### src/sv/pnps_pkg.sv
// Shared types, widths and codes for the periodic nearest-point select block.
// No dependencies; imported by every module of the block.
`default_nettype none

package pnps_pkg;

   localparam int COORD_BITS = 24;
   localparam int INDEX_BITS = 24;

   localparam int COORD_W = 24;
   localparam int IDX_W   = 24;
   localparam int DIST_W  = 52;
   localparam int BOX_W   = 25;

   localparam int DIFF_W = COORD_BITS + 1;
   localparam int WRAP_W = ((COORD_BITS > BOX_W) ? COORD_BITS : BOX_W) + 2;
   localparam int MAG_W  = WRAP_W - 1;
   localparam int SQ_W   = 2 * MAG_W;
   localparam int SUM_W  = SQ_W + 2;

   localparam int X_LSB      = 0;
   localparam int RADIUS_LSB = 3 * COORD_W;
   localparam int PRIOR_LSB  = RADIUS_LSB + DIST_W;
   localparam int INDEX_LSB  = PRIOR_LSB + DIST_W;
   localparam int ID_BIT     = INDEX_LSB + IDX_W;
   localparam int MASS_BIT   = ID_BIT + 1;
   localparam int REQ_PACK_W = MASS_BIT + 1;
   localparam int REQ_DATA_W = ((REQ_PACK_W + 7) / 8) * 8;

   localparam int RSP_PACK_W = IDX_W + DIST_W;
   localparam int RSP_DATA_W = ((RSP_PACK_W + 7) / 8) * 8;

   localparam int CSR_IDX_W  = 2;
   localparam int CSR_DATA_W = BOX_W;

   localparam int QDEPTH = 4;
   localparam int QPTR_W = $clog2(QDEPTH);
   localparam int QCNT_W = QPTR_W + 1;

   localparam logic [BOX_W-1:0]  BOX_RESET = BOX_W'(16777216);
   localparam logic [DIST_W-1:0] DIST_MAX  = {DIST_W{1'b1}};
   localparam logic [IDX_W-1:0]  INDEX_MASK =
      (INDEX_BITS >= IDX_W) ? {IDX_W{1'b1}} : IDX_W'((64'd1 << INDEX_BITS) - 64'd1);

   localparam logic ACT_BEGIN     = 1'b0;
   localparam logic ACT_CANDIDATE = 1'b1;

   typedef enum logic [CSR_IDX_W-1:0] {
      CSR_BOX_SIZE_X = 2'd0,
      CSR_BOX_SIZE_Y = 2'd1,
      CSR_BOX_SIZE_Z = 2'd2
   } csr_index_type;

   typedef logic [2:0][BOX_W-1:0] box_type;

   typedef struct packed {
      logic              is_begin;
      logic [DIST_W-1:0] radius_sq;
      logic [DIST_W-1:0] prior_sq;
      logic [IDX_W-1:0]  index;
      logic              eligible;
      logic              last;
   } meta_type;

   typedef struct packed {
      meta_type                 meta;
      logic [2:0][DIFF_W-1:0]   diff;
   } entry_type;

endpackage

`default_nettype wire

### src/sv/pnps_queue.sv
// Short transaction queue between the front and back parts.
// Depends on pnps_pkg for the entry type and depth.
`default_nettype none

module pnps_queue (
   input  wire logic                clock,
   input  wire logic                reset,
   input  wire logic                push_valid,
   output logic                     push_ready,
   input  wire pnps_pkg::entry_type push_data,
   output logic                     pop_valid,
   input  wire logic                pop_ready,
   output pnps_pkg::entry_type      pop_data
);
   import pnps_pkg::*;

   entry_type          store_ff [QDEPTH];
   logic [QPTR_W-1:0]  wr_ptr_ff, wr_ptr_in;
   logic [QPTR_W-1:0]  rd_ptr_ff, rd_ptr_in;
   logic [QCNT_W-1:0]  count_ff, count_in;
   logic               push, pop;

   assign push_ready = (count_ff != QCNT_W'(QDEPTH));
   assign pop_valid  = (count_ff != '0);
   assign push       = push_valid && push_ready;
   assign pop        = pop_valid && pop_ready;
   assign pop_data   = store_ff[rd_ptr_ff];

   always_comb begin
      wr_ptr_in = push ? wr_ptr_ff + 1'b1 : wr_ptr_ff;
      rd_ptr_in = pop ? rd_ptr_ff + 1'b1 : rd_ptr_ff;
      count_in  = count_ff;
      if (push && !pop) begin
         count_in = count_ff + 1'b1;
      end else if (pop && !push) begin
         count_in = count_ff - 1'b1;
      end
   end

   always_ff @(posedge clock) begin
      if (reset) begin
         wr_ptr_ff <= '0;
         rd_ptr_ff <= '0;
         count_ff  <= '0;
      end else begin
         wr_ptr_ff <= wr_ptr_in;
         rd_ptr_ff <= rd_ptr_in;
         count_ff  <= count_in;
      end
   end

   always_ff @(posedge clock) begin
      if (push) begin
         store_ff[wr_ptr_ff] <= push_data;
      end
   end

   a_count_tracks_push : assert property (@(posedge clock) disable iff (reset)
      push && !pop |=> count_ff == $past(count_ff) + 1'b1)
      else $error("queue count missed a push");

endmodule

`default_nettype wire

### config.mk
export PLATFORM = sky130hd
export DESIGN_NAME = pnps_queue
export DESIGN_NICKNAME = d
export VERILOG_FILES = /design/src/sv/pnps_pkg.sv /design/src/sv/pnps_queue.sv
export SDC_FILE = /design/constraint.sdc
export NUM_CORES = 1
export LEC_CHECK = 0
export BUFFER_PORTS_ARGS = -buffer_cell sky130_fd_sc_hd__buf_2
export CAP_MARGIN = 20
export CORE_MARGIN = 3
export CORE_UTILIZATION = 25
export DETAILED_ROUTE_END_ITERATION = 8
export REMOVE_ABC_BUFFERS = 1
export SLEW_MARGIN = 20
export SYNTH_ARGS = -nofsm -noshare
export SYNTH_HDL_FRONTEND = slang
export SYNTH_SLANG_ARGS = --single-unit
### constraint.sdc
create_clock -name clock -period 7.2 [get_ports clock]
set_clock_uncertainty 0.05 [all_clocks]
set_input_delay 1.44 -clock clock [delete_from_list [all_inputs] [get_ports clock]]
set_output_delay 1.44 -clock clock [all_outputs]
set_load 0.1 [all_outputs]
==> impl_metrics.json <==
{
  "gp_congestion": 0.718,
  "yosysWarnings": 0,
  "numCtsBuffers": 89,
  "rows": 126,
  "ys_seq_area_share_pct": 82.6,
  "cts_setup_buffers": 0,
  "initial_core_util_pct": 25.4,
  "worst_ep_arrival_time_ns": 3.30,
  "vias": 13500,
  "io_pins": 418,
  "grt-busiest-layer": "met2",
  "dr.pass1.iters": 4,
  "hold_start": "wr_ptr_ff[1]",
  "cts_hold_buf": 0,
  "cap_violations": 0,
  "slew_viol_final": 0,
  "final_core_utilization_pct": 31.0,
  "grt_overflow": 0,
  "reg2reg_depth": 4,
  "htreeDepth": 3,
  "rr_endpoint": "store_ff[1][49]",
  "layout.nets": 1816,
  "grt_max_degree": 106,
  "hold_viol_final": 0,
  "wl_per_cell_um": 19.5,
  "clk_pin_slew_ns": 0.06,
  "cts_root_buf": "clkbuf_16",
  "wirelength_um": 63700,
  "start_kind": "flip-flop",
  "route.detailed.drc": 0,
  "cts.path.max_buffers": 3,
  "setup_viol": 0,
  "drive_above_1_share_pct": 45.7,
  "relSlewSlack_pct": 38.5,
  "clk_latency_ns": 0.65,
  "cts_resized": 0,
  "regToRegStartpoint": "count_ff[0]",
  "dp_hpwl_um": 38300,
  "nFillCells": 11400,
  "cts_sinks": 833,
  "grt_use_met2_pct": 17.1,
  "worst_pin_slew_ns": 0.923,
  "globalRouteMet3Util_pct": 4.25,
  "grt_pass1_wl_um": 95800,
  "drt_iter0_markers": 957,
  "vias_per_cell": 4.11,
  "cp-end-kind": "primary output",
  "rsz0062_at_grt": "false",
  "met1_usage_pct": 11.7,
  "antenna_found_initial": 16,
  "grt_pass1_vias": 14800,
  "track_usage_pct": 10.1,
  "status": "finished, final reports clean",
  "port_buffers": 417,
  "dieArea_um2": 125000,
  "final.min_clock_period_ns": 4.79,
  "r2r_slack_ns": 4.17,
  "netlist_area_um2": 30200,
  "synth_area_per_cell_um2": 26.8,
  "fp.coreArea_um2": 119000,
  "post-route-period-util_pct": 66.5,
  "cts_tree": "done",
  "synthCells": 1124,
  "ys_ff_latch": 833,
  "worstHoldEndpoint": "wr_ptr_ff[1]",
  "worst_ep_required_time_ns": 5.71,
  "antenna_left": 0,
  "fmax_mhz": 209,
  "syn_to_final_growth_pct": 22.2,
  "crit_path_max_fanout": 87,
  "die_w_um": 353,
  "hold_path_depth": 2,
  "hold_class": "reg2reg",
  "synth_cell_types": 22,
  "crit_type": "reg2out",
  "die_height_um": 353
}
metal layers:
metal / up-vias / routed length [um]
li1: 5855 / -
met1: 7102 / 24300
met2: 369 / 32300
met3: 113 / 5520
met4: 14 / 1520
met5: - / 96
layout make-up:
cell class	count	area, um2	share of cell area [%]
Inverter	3	11.3	0.0305
Antenna cell	9	22.5	0.0611
Clock buffer	108	2320	6.29
Sequential cell	833	24900	67.6
Clock inverter	49	377	1.02
Tap cell	1600	2000	5.43
Timing Repair Buffer	432	2290	6.20
Multi-Input combinational cell	241	4920	13.3
how the worst max path moves through the flow:
stage | startpoint | depth (start not counted) | end | slack [ns]
after global routing | flip-flop | 3 | pop_data[24] | 2.04
after global placement | flip-flop | 3 | pop_data[198] | 2.95
after floorplan | flip-flop | 1 | pop_data[0] | -4.01
after detailed placement | flip-flop | 3 | pop_data[60] | 2.91
after CTS | flip-flop | 3 | pop_data[60] | 2.15
final | flip-flop | 3 | pop_data[106] | 2.41
metrics by stage:
stage | TNS, ns | hold WS, ns | instance area, um2 | cells | worst slack, ns
2_1_floorplan | -826.25 | 0.431 | 29800 | 1077 | -4.01
3_3_place_gp | 0 | 0.443 | 34200 | 3109 | 2.95
3_5_place_dp | 0 | 0.477 | 34200 | 3109 | 2.91
4_1_cts | 0 | 0.494 | 36800 | 3266 | 2.15
5_1_grt | 0 | 0.519 | 36900 | 3267 | 2.04
6_report | 0 | 0.487 | 36900 | 3275 | 2.41
cells in the mapped netlist:
cell type    n  area share [%]
inv_1        3           0.037
nand2b_1     2           0.041
fa_1         1           0.066
nand2_1      1           0.012
o311ai_0     1           0.029
o21ai_0      1           0.017
xor2_1       4            0.12
a21oi_1      1           0.017
buf_6       17            0.63
o31ai_1      1           0.025
mux2_2       1           0.037
edfxtp_1   824              82
or3_1        2           0.041
a21boi_2     1           0.037
nor2_1       8            0.10
clkbuf_1     8            0.10
ha_1         5            0.21
mux4_2     206              15
buf_2       22            0.36
mux2i_1      2           0.066
and2_1       4           0.083
dfxtp_1      9            0.60
cell usage in the layout (no fill, tap or decap), drive strengths merged, types with 2 or more instances in the layout:
cell	instances
edfxtp	824
buf	432
mux4	206
clkbuf	108
clkinv	36
inv	10
diode	9
dfxtp	9
nor2	8
ha	5
and2	4
xor2	4
clkinvlp	4
or3	2
mux2i	2
nand2b	2
bufinv	2
worst max-delay path, cell delays in order (launching register included):
cell,delay [ns]
dfxtp_4,0.96
buf_12,0.63
mux4_2,0.63
buf_2,0.32
state kept, by name, indices dropped and copies added (netlist names), named ones only:
signal,cells
rd_ptr_ff,2
wr_ptr_ff,2
count_ff,3
store_ff,824
kinds of logic (layout without fill, tap and decap cells):
kind of cell / count (synthesis) / after routing / synth area share [%]
adder cells (fa/ha/maj): 6 / 6 / 0.274
buffers and inverters: 50 / 592 / 1.14
multiplexers: 209 / 209 / 15.5
flip-flops: 833 / 833 / 82.6
AND/OR/NAND/NOR: 17 / 17 / 0.278
XOR/XNOR: 4 / 4 / 0.116
other: 0 / 9 / 0
AO/OA/AOI/OAI: 5 / 5 / 0.124
Power is left out: the tool's default activity adds up to more than one toggle a clock period on the data nets, which glitch-free logic cannot reach.
