File: src/sv/pnps_pkg.sv
// Shared types, widths and codes for the periodic nearest-point select block.
// No dependencies; imported by every module of the block.
`default_nettype none

package pnps_pkg;

   localparam int COORD_BITS = 24;
   localparam int INDEX_BITS = 24;

   localparam int COORD_W = 24;
   localparam int IDX_W   = 24;
   localparam int DIST_W  = 52;
   localparam int BOX_W   = 25;

   localparam int DIFF_W = COORD_BITS + 1;
   localparam int WRAP_W = ((COORD_BITS > BOX_W) ? COORD_BITS : BOX_W) + 2;
   localparam int MAG_W  = WRAP_W - 1;
   localparam int SQ_W   = 2 * MAG_W;
   localparam int SUM_W  = SQ_W + 2;

   localparam int X_LSB      = 0;
   localparam int RADIUS_LSB = 3 * COORD_W;
   localparam int PRIOR_LSB  = RADIUS_LSB + DIST_W;
   localparam int INDEX_LSB  = PRIOR_LSB + DIST_W;
   localparam int ID_BIT     = INDEX_LSB + IDX_W;
   localparam int MASS_BIT   = ID_BIT + 1;
   localparam int REQ_PACK_W = MASS_BIT + 1;
   localparam int REQ_DATA_W = ((REQ_PACK_W + 7) / 8) * 8;

   localparam int RSP_PACK_W = IDX_W + DIST_W;
   localparam int RSP_DATA_W = ((RSP_PACK_W + 7) / 8) * 8;

   localparam int CSR_IDX_W  = 2;
   localparam int CSR_DATA_W = BOX_W;

   localparam int QDEPTH = 4;
   localparam int QPTR_W = $clog2(QDEPTH);
   localparam int QCNT_W = QPTR_W + 1;

   localparam logic [BOX_W-1:0]  BOX_RESET = BOX_W'(16777216);
   localparam logic [DIST_W-1:0] DIST_MAX  = {DIST_W{1'b1}};
   localparam logic [IDX_W-1:0]  INDEX_MASK =
      (INDEX_BITS >= IDX_W) ? {IDX_W{1'b1}} : IDX_W'((64'd1 << INDEX_BITS) - 64'd1);

   localparam logic ACT_BEGIN     = 1'b0;
   localparam logic ACT_CANDIDATE = 1'b1;

   typedef enum logic [CSR_IDX_W-1:0] {
      CSR_BOX_SIZE_X = 2'd0,
      CSR_BOX_SIZE_Y = 2'd1,
      CSR_BOX_SIZE_Z = 2'd2
   } csr_index_type;

   typedef logic [2:0][BOX_W-1:0] box_type;

   typedef struct packed {
      logic              is_begin;
      logic [DIST_W-1:0] radius_sq;
      logic [DIST_W-1:0] prior_sq;
      logic [IDX_W-1:0]  index;
      logic              eligible;
      logic              last;
   } meta_type;

   typedef struct packed {
      meta_type                 meta;
      logic [2:0][DIFF_W-1:0]   diff;
   } entry_type;

endpackage

`default_nettype wire

File: src/sv/pnps_front.sv
// Front part: accepts request transactions, latches the query point on begin,
// classifies candidates and forms per-axis differences. Depends on pnps_pkg.
`default_nettype none

module pnps_front (
   input  wire logic                            clock,
   input  wire logic                            reset,
   input  wire logic                            req_tvalid,
   output logic                                 req_tready,
   input  wire logic [pnps_pkg::REQ_DATA_W-1:0] req_tdata,
   input  wire logic                            req_tuser,
   input  wire logic                            req_tlast,
   output logic                                 push_valid,
   input  wire logic                            push_ready,
   output pnps_pkg::entry_type                  push_data
);
   import pnps_pkg::*;

   logic [2:0][COORD_BITS-1:0] query_ff, query_in;
   logic [2:0][COORD_BITS-1:0] coord;
   logic                       is_begin;

   assign req_tready = push_ready;
   assign push_valid = req_tvalid;
   assign is_begin   = (req_tuser == ACT_BEGIN);

   always_comb begin
      for (int i = 0; i < 3; i++) begin
         coord[i] = req_tdata[X_LSB + i * COORD_W +: COORD_BITS];
         push_data.diff[i] = {1'b0, query_ff[i]} - {1'b0, coord[i]};
      end
      push_data.meta.is_begin  = is_begin;
      push_data.meta.radius_sq = req_tdata[RADIUS_LSB +: DIST_W];
      push_data.meta.prior_sq  = req_tdata[PRIOR_LSB +: DIST_W];
      push_data.meta.index     = req_tdata[INDEX_LSB +: IDX_W] & INDEX_MASK;
      push_data.meta.eligible  = req_tdata[ID_BIT] && req_tdata[MASS_BIT];
      push_data.meta.last      = req_tlast;

      query_in = query_ff;
      if (req_tvalid && push_ready && is_begin) begin
         query_in = coord;
      end
   end

   always_ff @(posedge clock) begin
      if (reset) begin
         query_ff <= '0;
      end else begin
         query_ff <= query_in;
      end
   end

endmodule

`default_nettype wire

File: config.mk
export PLATFORM = sky130hd
export DESIGN_NAME = pnps_front
export DESIGN_NICKNAME = d
export VERILOG_FILES = /design/src/sv/pnps_pkg.sv /design/src/sv/pnps_front.sv
export SDC_FILE = /design/constraint.sdc
export NUM_CORES = 1
export LEC_CHECK = 0
export BUFFER_PORTS_ARGS = -buffer_cell sky130_fd_sc_hd__buf_2
export CORE_AREA = 2 2 166 168
export DETAILED_ROUTE_END_ITERATION = 16
export DIE_AREA = 0 0 168 170
export MAX_ROUTING_LAYER = met4
export PLACE_DENSITY_LB_ADDON = 0.3
export SLEW_MARGIN = 20
export SYNTH_ARGS = -nofsm -noshare
export SYNTH_HDL_FRONTEND = slang
export SYNTH_SLANG_ARGS = --single-unit
File: constraint.sdc
create_clock -name clock -period 4.3 [get_ports clock]
set_input_delay 0.86 -clock clock [delete_from_list [all_inputs] [get_ports clock]]
set_output_delay 0.86 -clock clock [all_outputs]
set_load 0.01 [all_outputs]
==> results.py <==
metrics = {
    "detailed_routing": {
        "ant_nets": 0,
        "drt_iter0_drc": 203,
        "route.detailed.drc": 0,
        "viasPerCell": 4.75,
        "via_count": 6577,
        "drt-total-wl_mm": 21.0,
        "firstDrtPassIters": 5,
        "wire_per_inst_um": 15.2,
    },
    "grt": {
        "grt_max_degree": 73,
        "antenna_found_initial": 2,
        "grtUsageTotal_pct": 14.8,
        "grt_pass1_wl_mm": 32.9,
        "grt_pass1_vias": 6228,
        "overflow": 0,
    },
    "synth": {
        "synth.most_common_cell": "nand2_1",
        "yosysWarnings": 0,
        "synthTopCellsByArea": "dfxtp_1 20%, buf_4 13%, ha_1 12%",
        "yosysTopAreaCellShare_pct": 19.6,
        "syn_area_um2": 7370,
        "ys_types": 62,
        "yosysSeqAreaShare_pct": 19.6,
        "async_flop_share_pct": 0,
        "yosys-top-cells-count": "181 x nand2_1, 132 x buf_4, 126 x a21oi_1, 97 x inv_1",
        "syn_avg_cell_area_um2": 7.21,
        "synth_area_leader_cell": "dfxtp_1",
        "ys_ff_latch": 72,
        "synth_ff_type": "dfxtp_1",
        "syn_nets": 1312,
        "synth_edf_count": 0,
        "synthCells": 1023,
    },
    "clock_tree": {
        "cts_tree": "yes",
        "holdBufCountCts": 0,
        "cts_sinks": 72,
        "clk_pin_slew_worst_paths_ns": 0.06,
        "h-tree-depth": 3,
        "root_buffer": "clkbuf_16",
        "clockBufferDepth": 2,
        "clk_latency_ns": 0.34,
        "cts_inserted_buffers": 9,
    },
    "run": {
        "max_cap_viol_count": 0,
    },
    "floorplanning": {
        "core_region_area_um2": 26700,
        "fp.dieH_um": 170,
        "num_rows": 60,
        "die_area_um2": 28600,
        "fp.dieW_um": 168,
        "num_io_pins": 422,
        "start_util_pct": 27.7,
    },
    "sta": {
        "max_slew_margin_pct": 44.2,
        "fin_crit_ns": 4.12,
        "hold_viol_final": 0,
        "post-route-worst-setup-slack_ns": 0.183,
        "skew_ns": 0,
        "setup_viol": 0,
        "tightest_slew_ns": 0.838,
        "max_freq_mhz": 243,
        "fin_crit_sh_pct": 95.7,
        "rsz0062_at_grt": "no",
        "tns_ns": 0,
        "maxSlewViolCount": 0,
    },
    "critical_path": {
        "critPathLaunchType": "primary input",
        "arrival_ns": 3.26,
        "rrSetupSlack_ns": 3.66,
        "cp_max_fo": 4,
        "reg2reg_to": "query_ff[49]",
        "reg2reg_from": "query_ff[49]",
        "reg2reg_depth": 2,
        "crit_type": "primary input to output pin",
        "end_kind": "output pin",
        "crit_required_ns": 3.44,
    },
    "layout": {
        "fill_cells": 2939,
        "fin_nets": 1327,
        "finalCoreUtilization_pct": 29.8,
        "largest_reg_flops": 72,
        "drive_above_1_share_pct": 19.9,
        "regMostFlops": "query_ff",
        "reg_top3": "query_ff: 72 flops",
        "area_growth_pct": 7.77,
    },
    "hold_path": {
        "holdPathEnd": "query_ff[47]",
        "hold_class": "flop to flop",
        "min_from": "query_ff[47]",
        "worstHoldPathCells": 2,
    },
    "power": {
        "p_sw_uw": 678,
        "pwr_density_cell_nw_per_um2": 275,
        "vdd_drop_max_mv": 0.179,
        "switching_share_pct": 31.0,
        "seq_power_share_pct": 32.0,
        "internal_power_uw": 1510,
        "p_clk_share_pct": 40.1,
        "leakagePower_uw": 0.00392,
        "power_frac_comb_pct": 27.8,
    },
    "placed_design": {
        "place.gp.congestion": 0.827,
        "portBuffers": 157,
        "dp_slack_ns": -0.0674,
        "dp_hpwl_mm": 16.8,
    },
    "outcome": {
        "status": "finished, final reports clean",
    },
}
-- placed cells by master (no fill, tap or decap), types with 3 or more instances in the layout --
cell,n
a2111oi_0,3
a211o_1,5
a21o_1,29
a21oi_1,126
a21oi_2,3
a221o_1,5
a31oi_1,11
and2_1,3
and3_1,11
buf_2,156
buf_4,16
bufinv_16,3
clkbuf_16,9
dfxtp_1,72
fa_1,3
ha_1,72
inv_1,97
nand2_1,181
nand2b_1,6
nand3_1,10
nand4_1,9
nor2_1,33
nor2b_1,13
nor3_1,7
o2111ai_1,4
o211ai_1,3
o21a_1,10
o21ai_0,23
o21ai_1,4
o21bai_1,8
o31a_1,3
xnor2_1,34
xor2_1,23
-- metal layers --
| layer | global-route usage [%] | up-vias | share of wire [%] |
|---|---|---|---|
| met3 | 3.28 | 68 | 6.1 |
| li1 | - | 3351 | - |
| met4 | 6.47 | 0 | 3.4 |
| met2 | 25.0 | 170 | 48 |
| met1 | 16.8 | 2988 | 42 |
| met5 | - | - | 0 |
-- worst max-delay path: stages --
cell	delay [ns]
buf_2	0.09
inv_1	0.04
ha_1	0.33
nor2b_1	0.17
o31a_1	0.27
o31a_1	0.33
a211o_1	0.37
a221oi_2	0.33
o21ai_1	0.11
xor2_1	0.19
buf_2	0.17
-- how the worst max path moves through the flow --
stage,to,slack [ns],cells after the start,from
final,push_data[18],0.18,11,req_tdata[2]
after global routing,push_data[49],0.003,13,req_tdata[31]
after CTS,push_data[49],0.05,13,req_tdata[24]
after detailed placement,push_data[49],-0.07,13,req_tdata[24]
after global placement,push_data[49],-0.02,13,req_tdata[24]
after floorplan,push_data[47],0.56,9,req_tdata[24]
-- power groups by stage --
stage / sequential, µW / clock, µW / combinational, µW
detailed placement: 716 / 0 / 610
global route: 703 / 941 / 680
finish: 700 / 877 / 608
global placement: 715 / 0 / 606
floorplan: 713 / 0 / 511
CTS: 700 / 914 / 614
-- repair_timing --
item | CTS | global route
gates resized for setup | 2 | 5
setup endpoints to repair | 3 | 3
cloned | 0 | 0
buffers inserted | 0 | 0
pin swaps | 1 | 1
-- layout make-up --
class	instances	area [µm²]	share of cell area [%]
timing repair buffer	173	912	11.5
inverter	97	364	4.58
clock buffer	9	225	2.84
tap	341	427	5.37
clock inverter	6	109	1.37
multi-input combinational	685	4460	56.2
antenna	1	2.50	0.0315
sequential	72	1440	18.1
-- through the flow --
| stage | total power [µW] | cell area, µm² | hold slack (ns) | std cells |
|---|---|---|---|---|
| after detailed placement | 1330 | 7570 | 0.451 | 1368 |
| after global placement | 1320 | 7570 | 0.443 | 1368 |
| after global routing | 2320 | 7940 | 0.475 | 1384 |
| final | 2190 | 7940 | 0.456 | 1384 |
| after CTS | 2230 | 7910 | 0.459 | 1383 |
| after floorplan | 1220 | 7370 | 0.436 | 1023 |
-- logic make-up (layout without fill, tap and decap cells) --
| group | count (synthesis) | in the layout | share of synthesized area (%) |
|---|---|---|---|
| XOR/XNOR | 57 | 57 | 6.77 |
| buffers and inverters | 266 | 285 | 20.4 |
| adder cells (fa/ha/maj) | 75 | 75 | 13.0 |
| AO/OA/AOI/OAI | 266 | 266 | 23.2 |
| other | 0 | 1 | 0 |
| AND/OR/NAND/NOR | 287 | 287 | 17.0 |
| flip-flops | 72 | 72 | 19.6 |
Power figures use the tool's default switching activity.
